<file path="config.mk">
export PLATFORM = sky130hd
export DESIGN_NAME = lbmp_ctrl
export DESIGN_NICKNAME = d
export VERILOG_FILES = /design/src/rtl/lbmp_pkg.sv /design/src/rtl/lbmp_ctrl.sv
export SDC_FILE = /design/constraint.sdc
export NUM_CORES = 1
export LEC_CHECK = 0
export BUFFER_PORTS_ARGS = -buffer_cell sky130_fd_sc_hd__buf_4
export CAP_MARGIN = 20
export CORE_AREA = 5 5 42 44
export DETAILED_ROUTE_END_ITERATION = 8
export DIE_AREA = 0 0 47 49
export SYNTH_ARGS = -nofsm -noshare
export SYNTH_HDL_FRONTEND = slang
export SYNTH_SLANG_ARGS = --single-unit
</file>
<file path="constraint.sdc">
create_clock -name clock -period 1.3 [get_ports clock]
set_input_delay 0.195 -clock clock [delete_from_list [all_inputs] [get_ports clock]]
set_output_delay 0.195 -clock clock [all_outputs]
set_load 0.03 [all_outputs]
</file>
<file path="src/rtl/lbmp_pkg.sv">
// ----------------------------------------------------------------------------
// lbmp_pkg
// Shared types and constants for the Lucas binomial mod prime block.
// ----------------------------------------------------------------------------
package lbmp_pkg;

   localparam int PRIME_W   = 6;
   localparam int MAX_PRIME = 61;
   localparam int ADDR_W    = 2 * PRIME_W;

   localparam logic [PRIME_W-1:0] PRIME_RESET = 6'd2;

   // bit n set when n is prime, n < 64
   localparam logic [63:0] PRIME_MASK = 64'h28208A20_A08A28AC;

   typedef enum logic [2:0] {
      ST_IDLE,
      ST_BUILD,
      ST_CHECK,
      ST_MUL,
      ST_FIX,
      ST_READ,
      ST_MODMUL,
      ST_DONE
   } state_type;

   typedef struct packed {
      logic build_init;
      logic build_step;
      logic item_load;
      logic kill;
      logic mul;
      logic fix;
      logic rd;
      logic mm_step;
      logic load_out;
   } cmd_type;

   typedef struct packed {
      logic build_last;
      logic prod_zero;
      logic bot_zero;
      logic bot_neg1;
      logic mm_last;
      logic out_free;
   } stat_type;

   function automatic logic prime_ok(input logic [PRIME_W-1:0] v);
      return PRIME_MASK[v] && (int'(v) <= MAX_PRIME);
   endfunction

endpackage

</file>
<file path="src/rtl/lbmp_ctrl.sv">
// ----------------------------------------------------------------------------
// lbmp_ctrl
// Sequencer: table build after a prime write, then the per-digit loop.
// ----------------------------------------------------------------------------
module lbmp_ctrl
   import lbmp_pkg::*;
(
   input  logic               clock,
   input  logic               reset,
   input  logic               req_tvalid,
   output logic               req_tready,
   input  logic               csr_we,
   input  logic [PRIME_W-1:0] csr_wdata,
   input  stat_type           stat,
   output cmd_type            cmd
);

   state_type state_ff;
   state_type state_in;

   always_ff @(posedge clock) begin
      if (reset) begin
         state_ff <= ST_IDLE;
      end else begin
         state_ff <= state_in;
      end
   end

   always_comb begin
      state_in   = state_ff;
      cmd        = '0;
      req_tready = 1'b0;
      case (state_ff)
         ST_IDLE: begin
            // a valid prime write wins; no transaction is taken in that cycle
            if (csr_we && prime_ok(csr_wdata)) begin
               cmd.build_init = 1'b1;
               state_in       = ST_BUILD;
            end else begin
               req_tready = 1'b1;
               if (req_tvalid) begin
                  cmd.item_load = 1'b1;
                  state_in      = ST_CHECK;
               end
            end
         end
         ST_BUILD: begin
            cmd.build_step = 1'b1;
            if (stat.build_last) begin
               state_in = ST_IDLE;
            end
         end
         ST_CHECK: begin
            if (stat.prod_zero || stat.bot_zero) begin
               state_in = ST_DONE;
            end else if (stat.bot_neg1) begin
               cmd.kill = 1'b1;
               state_in = ST_DONE;
            end else begin
               state_in = ST_MUL;
            end
         end
         ST_MUL: begin
            cmd.mul  = 1'b1;
            state_in = ST_FIX;
         end
         ST_FIX: begin
            cmd.fix  = 1'b1;
            state_in = ST_READ;
         end
         ST_READ: begin
            cmd.rd   = 1'b1;
            state_in = ST_MODMUL;
         end
         ST_MODMUL: begin
            cmd.mm_step = 1'b1;
            if (stat.mm_last) begin
               state_in = ST_CHECK;
            end
         end
         ST_DONE: begin
            if (stat.out_free) begin
               cmd.load_out = 1'b1;
               state_in     = ST_IDLE;
            end
         end
         default: begin
            state_in = ST_IDLE;
         end
      endcase
   end

endmodule

</file>
==> results.sh, run 1 <==
export IMPL_p_int_mw=0.935
export IMPL_portBuffers=25
export IMPL_critPathLaunchType="input port"
export IMPL_synthDistinctLibCells=28
export IMPL_initial_core_util_pct=29.2
export IMPL_worstPathMaxFanout=5
export IMPL_p_per_area_nw_per_um2=1820
export IMPL_ioPinCount=26
export IMPL_drc=0
export IMPL_hold_viol_final=0
export IMPL_grt_setup_unrepaired="yes"
export IMPL_power_frac_comb_pct=76.9
export IMPL_status="complete, but fails checks"
export IMPL_grt_pass1_vias=589
export IMPL_regMostFlops="state_ff"
export IMPL_htreeDepth=1
export IMPL_synth_top_area_share_pct=14.7
export IMPL_async_flop_share_pct=0
export IMPL_finalSetupTns_ns=-0.984
export IMPL_drive_above_1_share_pct=68.6
export IMPL_seq_area_um2=68.8
export IMPL_yosys_area_top_type="dfxtp_1"
export IMPL_dp_hpwl_mm=1.13
export IMPL_violations="negative setup slack"
export IMPL_ctsHoldBuffers=0
export IMPL_p_sw_share_pct=44.3
export IMPL_routedWlPerCell_um=13.1
export IMPL_tightestPinTransition_ns=0.343
export IMPL_clk_pin_slew_ns=0.04
export IMPL_cp_arrival_ns=1.38
export IMPL_cts_made_buffers=3
export IMPL_syn_inst=60
export IMPL_maxSlewHeadroom_pct=77.0
export IMPL_criticalPathCategory="in -> out"
export IMPL_synth_compound_area_share_pct=31.5
export IMPL_layout_setup_ws_ns=-0.277
export IMPL_timing_rr_start="state_ff[0]"
export IMPL_yosys_top_cells_area="dfxtp_1 15%, nor2b_1 7.6%, nor3_1 7.3%, a221oi_4 6.4%, nand2_1 6.4%"
export IMPL_p_seq_share_pct=13.2
export IMPL_largest_reg_flops=3
export IMPL_leakagePower_nw=0.408
export IMPL_synth_avg_cell_area_um2=6.82
export IMPL_grt_max_degree=10
export IMPL_ys_seq_area_share_pct=14.7
export IMPL_worstHoldPathType="in -> reg"
export IMPL_synth_xor_area_share_pct=0
export IMPL_num_vias=587
export IMPL_synth_fp_nets=76
export IMPL_pwr_share_clk_pct=9.9
export IMPL_yosys_area_share_simple_pct=44.6
export IMPL_ir_drop_v=0.00103
export IMPL_ys_warn_count=0
export IMPL_cap_viol_max_count=0
export IMPL_areaGrowthSynthToFinish_pct=126
export IMPL_core_um2=1400
export IMPL_grt_total_usage_pct=14.3
export IMPL_reg2reg_slack_ns=0.05
export IMPL_row_count=14
export IMPL_clk_path_buf_depth=2
export IMPL_clock_root_buffer="clkbuf_4"
export IMPL_fmax_ghz=0.634
export IMPL_placed_area_um2=741
export IMPL_finalNetCount=119
export IMPL_first_iter_violations=8
export IMPL_fill_cells=139
export IMPL_grt_overflow=0
export IMPL_setup_worst_path_start="csr_wdata[4]"
export IMPL_grt_first_pass_wirelength_mm=2.57
export IMPL_gp_congestion=0.781
export IMPL_first_pass_iters=4
export IMPL_yosys_area_share_adder_pct=0
export IMPL_finalSetupViolCount=7
export IMPL_tritoncts="built"
export IMPL_netlist_area_um2=409
export IMPL_end_kind="output port"
export IMPL_largestRegisters="state_ff (3)"
export IMPL_ys_flop_type="dfxtp_1"
export IMPL_clock_sinks=3
export IMPL_r2r_end="state_ff[1]"
export IMPL_dieArea_um2=2300
export IMPL_setup_worst_path_end="cmd[8]"
export IMPL_diodes=0
export IMPL_clk_latency_ns=0.24
export IMPL_viasPerCell=4.97
export IMPL_routed_wl_mm=1.54
export IMPL_synth_edff_count=0
export IMPL_reg2reg_depth=5
export IMPL_critical_path_required_ns=1.11
export IMPL_p_switching_mw=0.742
export IMPL_multi_input_area_um2=428
export IMPL_min_period_ns=1.58
export IMPL_ys_ff_latch=3
export IMPL_die_h_um=49
export IMPL_ant_nets=0
export IMPL_antenna_found_initial=0
export IMPL_design_area_um2=923
export IMPL_skew_ns=0.00748
export IMPL_period_share_pct=121
export IMPL_synth_top_family_by_area="simple AND/OR/NAND/NOR gates"
export IMPL_die_w_um=47
export IMPL_finalMaxSlewViolations=0
export IMPL_synth_mux_area_share_pct=3.67
## cell usage in the layout (no fill, tap or decap), drive strengths merged, types with 2 or more instances in the layout
cell,synthesis,final
dfxtp,3,3
a211o,2,2
nand3,2,2
nor2b,5,5
nor3,6,6
and2,2,2
clkbuf,0,4
nor2,6,6
inv,2,2
buf,3,41
nand2,7,7
o21ai,3,3
a21oi,4,4
## per-layer routing
| metal | track usage [%] | routed length (um) | share of wire [%] | vias up |
|---|---|---|---|---|
| li1 | - | - | - | 300 |
| met1 | 18.8 | 637 | 41 | 261 |
| met2 | 22.9 | 756 | 49 | 22 |
| met3 | 2.58 | 114 | 7.4 | 4 |
| met4 | 4.15 | 33 | 2.1 | 0 |
| met5 | 0 | 0 | 0 | - |
## worst min path at each step
stage / from / endpoint / slack (ns) / cells past startpoint
4_1_cts: reset / state_ff[2] / 0.15 / 2
2_1_floorplan: reset / state_ff[2] / 0.27 / 1
5_1_grt: reset / state_ff[2] / 0.16 / 2
3_3_place_gp: reset / state_ff[2] / 0.41 / 2
6_report: reset / state_ff[2] / 0.17 / 2
3_5_place_dp: reset / state_ff[2] / 0.40 / 2
## cells in the mapped netlist (all sizes together) (2+ instances only)
master,count
nor2,6
a211o,2
a21oi,4
nand3,2
o21ai,3
inv,2
dfxtp,3
and2,2
nand2,7
nor3,6
nor2b,5
buf,3
## area by class of cell
| type | instances | area share (%) |
|---|---|---|
| Multi-Input combinational cell | 52 | 46.3 |
| Timing Repair Buffer | 41 | 40.4 |
| Sequential cell | 3 | 7.45 |
| Clock buffer | 4 | 2.85 |
| Tap cell | 16 | 2.17 |
| Inverter | 2 | 0.813 |
## power by group through the flow
stage               registers [mW]  logic [mW]  clock network (mW)
floorplan                    0.146       0.627                   0
global placement             0.206       0.956                   0
detailed placement           0.209       0.964                   0
CTS                          0.211        1.18               0.169
global route                 0.228        1.39               0.181
finish                       0.221        1.29               0.166
## repair_timing
action | 4_1_cts | 5_1_grt
endpoints found under the setup margin | 11 | 12
gates resized for setup | 22 | 13
pin swaps | 8 | 8
buffers inserted | 5 | 2
## metrics by stage
step,power [mW],utilization [%],worst slack (ns),instances,hold slack [ns]
floorplan,0.773,-,-0.0825,60,0.268
global placement,1.16,52.9,-0.303,109,0.408
detailed placement,1.17,52.9,-0.323,109,0.403
CTS,1.56,62.0,-0.280,117,0.153
global route,1.80,65.9,-0.301,118,0.161
finish,1.68,65.9,-0.277,118,0.169
## kinds of logic (layout without fill, tap and decap cells)
kind of cell,count (synthesis),count (layout)
simple gates,35,35
compound gates,16,16
buf+inv,5,47
mux,1,1
flops,3,3
## critical path, cell delays in order
cell and delay (ns):
buf_8 0.10, nor2b_4 0.12, mux2_4 0.28, a221oi_4 0.39
o21ba_4 0.18, buf_6 0.12
Note: power is estimated with default switching activity, not from simulation.
==> inputs of run 2 (changes only) <==
--- a/config.mk
+++ b/config.mk
@@ -10,6 +10,8 @@
 export CORE_AREA = 5 5 42 44
 export DETAILED_ROUTE_END_ITERATION = 8
 export DIE_AREA = 0 0 47 49
+export PLACE_DENSITY_LB_ADDON = 0.08
 export SYNTH_ARGS = -nofsm -noshare
 export SYNTH_HDL_FRONTEND = slang
 export SYNTH_SLANG_ARGS = --single-unit
+export TNS_END_PERCENT = 10
==> results.sh, run 2 (synthesis gave the netlist of run 1 again) <==
export IMPL_status="complete, but fails checks"
export IMPL_violations="negative setup slack"
export IMPL_power_frac_comb_pct=71.0
export IMPL_dieArea_um2=2300
export IMPL_p_switching_mw=0.656
export IMPL_grt_overflow=0
export IMPL_finalSetupTns_ns=-0.680
export IMPL_crit_family="compound AO/OA/AOI/OAI gates"
export IMPL_grt_util_met2_pct=19.9
export IMPL_finalMaxSlewViolations=0
export IMPL_first_pass_iters=4
export IMPL_ir_drop_v=0.000944
export IMPL_p_int_mw=0.783
export IMPL_p_seq_share_pct=18.1
export IMPL_most_common_layout_cells="30 x buf_4, 7 x nand2_1, 6 x buf_6, 5 x nor3_2"
export IMPL_pwr_share_clk_pct=10.9
export IMPL_drive_above_1_share_pct=62.2
export IMPL_top_usage_layer="met2"
export IMPL_grt_max_degree=9
export IMPL_cap_viol_max_count=0
export IMPL_critical_path_buf_inv_count=2
export IMPL_layout_setup_ws_ns=-0.221
export IMPL_clk_path_buf_depth=2
export IMPL_diodes=0
export IMPL_design_area_um2=835
export IMPL_htreeDepth=1
export IMPL_leakagePower_nw=0.372
export IMPL_clk_pin_slew_ns=0.04
export IMPL_critical_path_required_ns=1.11
export IMPL_pre_cts_ws_ns=-0.325
export IMPL_grt_setup_unrepaired="yes"
export IMPL_critPathSlowestCell="a221oi_4"
export IMPL_grt_use_met3_pct=3.69
export IMPL_end_kind="output port"
export IMPL_largest_reg_flops=3
export IMPL_fmax_ghz=0.657
export IMPL_maxSlewHeadroom_pct=77.1
export IMPL_p_sw_share_pct=45.6
export IMPL_skew_ns=0.00271
export IMPL_routed_wl_mm=1.29
export IMPL_row_count=14
export IMPL_gp_congestion=0.795
export IMPL_routedWlPerCell_um=11.4
export IMPL_placed_area_um2=709
export IMPL_dp_hpwl_mm=1.06
export IMPL_clock_sinks=3
export IMPL_core_um2=1400
export IMPL_min_period_ns=1.52
export IMPL_critPathMostFrequentCell="buf_6"
export IMPL_initial_core_util_pct=29.2
export IMPL_layout_commonest_cell="buf_4"
export IMPL_p_per_area_nw_per_um2=1720
export IMPL_hold_viol_final=0
export IMPL_finalNetCount=115
export IMPL_clk_latency_ns=0.23
export IMPL_critPathLaunchType="input port"
export IMPL_crit_chain="buf_6 > nor2b_1 > mux2_4 > a221oi_4 > o21ba_2 > buf_6"
export IMPL_drc=0
export IMPL_first_iter_violations=5
export IMPL_reg2reg_slack_ns=-0.06
export IMPL_areaGrowthSynthToFinish_pct=104
export IMPL_die_h_um=49
export IMPL_worstPathMaxFanout=4
export IMPL_finalSetupViolCount=5
export IMPL_met1_usage_pct=15.8
export IMPL_tritoncts="built"
export IMPL_ioPinCount=26
export IMPL_num_vias=561
export IMPL_antenna_found_initial=0
export IMPL_fill_cells=138
export IMPL_hold_slack_ns=0.156
export IMPL_viasPerCell=4.92
export IMPL_portBuffers=25
export IMPL_worstHoldPathType="in -> reg"
export IMPL_largestRegisters="state_ff (3)"
export IMPL_period_share_pct=117
export IMPL_grt_total_usage_pct=12.8
export IMPL_cts_made_buffers=3
export IMPL_ant_nets=0
export IMPL_grt_first_pass_wirelength_mm=2.24
export IMPL_grt_pass1_vias=549
export IMPL_slowest_delay_ns=0.34
export IMPL_clock_root_buffer="clkbuf_4"
export IMPL_cp_arrival_ns=1.33
export IMPL_tightestPinTransition_ns=0.340
export IMPL_die_w_um=47
export IMPL_regMostFlops="state_ff"
export IMPL_criticalPathCategory="in -> out"
## run 2: cell count changes in the layout (fill, tap and decap cells not counted), sizes merged
cell / delta
buf: -4
## run 2: power by group through the flow
stage / Combinational, mW / Clock (mW) / Sequential (mW)
floorplan: 0.609 / 0 / 0.146
global placement: 0.910 / 0 / 0.210
detailed placement: 0.918 / 0 / 0.209
CTS: 0.955 / 0.165 / 0.238
global route: 1.12 / 0.176 / 0.269
finish: 1.02 / 0.156 / 0.261
## run 2: timing repair
action                                  4_1_cts  5_1_grt
endpoints found under the setup margin       12       11
hold buffers                                  0        0
setup buffers                                 1        0
gates resized for setup                      17       11
pin swaps                                     2        0
## run 2: final cells by class
| class | count | area, um^2 | share of cell area [%] |
|---|---|---|---|
| Multi-Input combinational cell | 52 | 399 | 47.8 |
| Clock buffer | 4 | 26.3 | 3.15 |
| Tap cell | 16 | 20.0 | 2.40 |
| Timing Repair Buffer | 37 | 308 | 36.9 |
| Inverter | 2 | 10.0 | 1.20 |
| Sequential cell | 3 | 71.3 | 8.55 |
## run 2: layer usage
metal  routed length, um  vias up
met1                 520      249
met2                 671       16
met4                   0        0
met3                 102        0
li1                    -      296
met5                   0        -
## run 2: worst paths after layout
kind	start	end	cells after the start
setup / recovery	csr_wdata[3]	cmd[8]	6
hold / removal	reset	state_ff[2]	2
hold reg to reg	state_ff[0]	state_ff[1]	2
setup reg to reg	state_ff[0]	state_ff[2]	3
## run 2: metrics by stage
step	util, %	power (mW)	cells
final	59.6	1.44	114
after global routing	59.6	1.57	114
after CTS	56.9	1.36	114
after detailed placement	50.6	1.13	109
after global placement	50.6	1.12	109
after floorplan	-	0.755	60
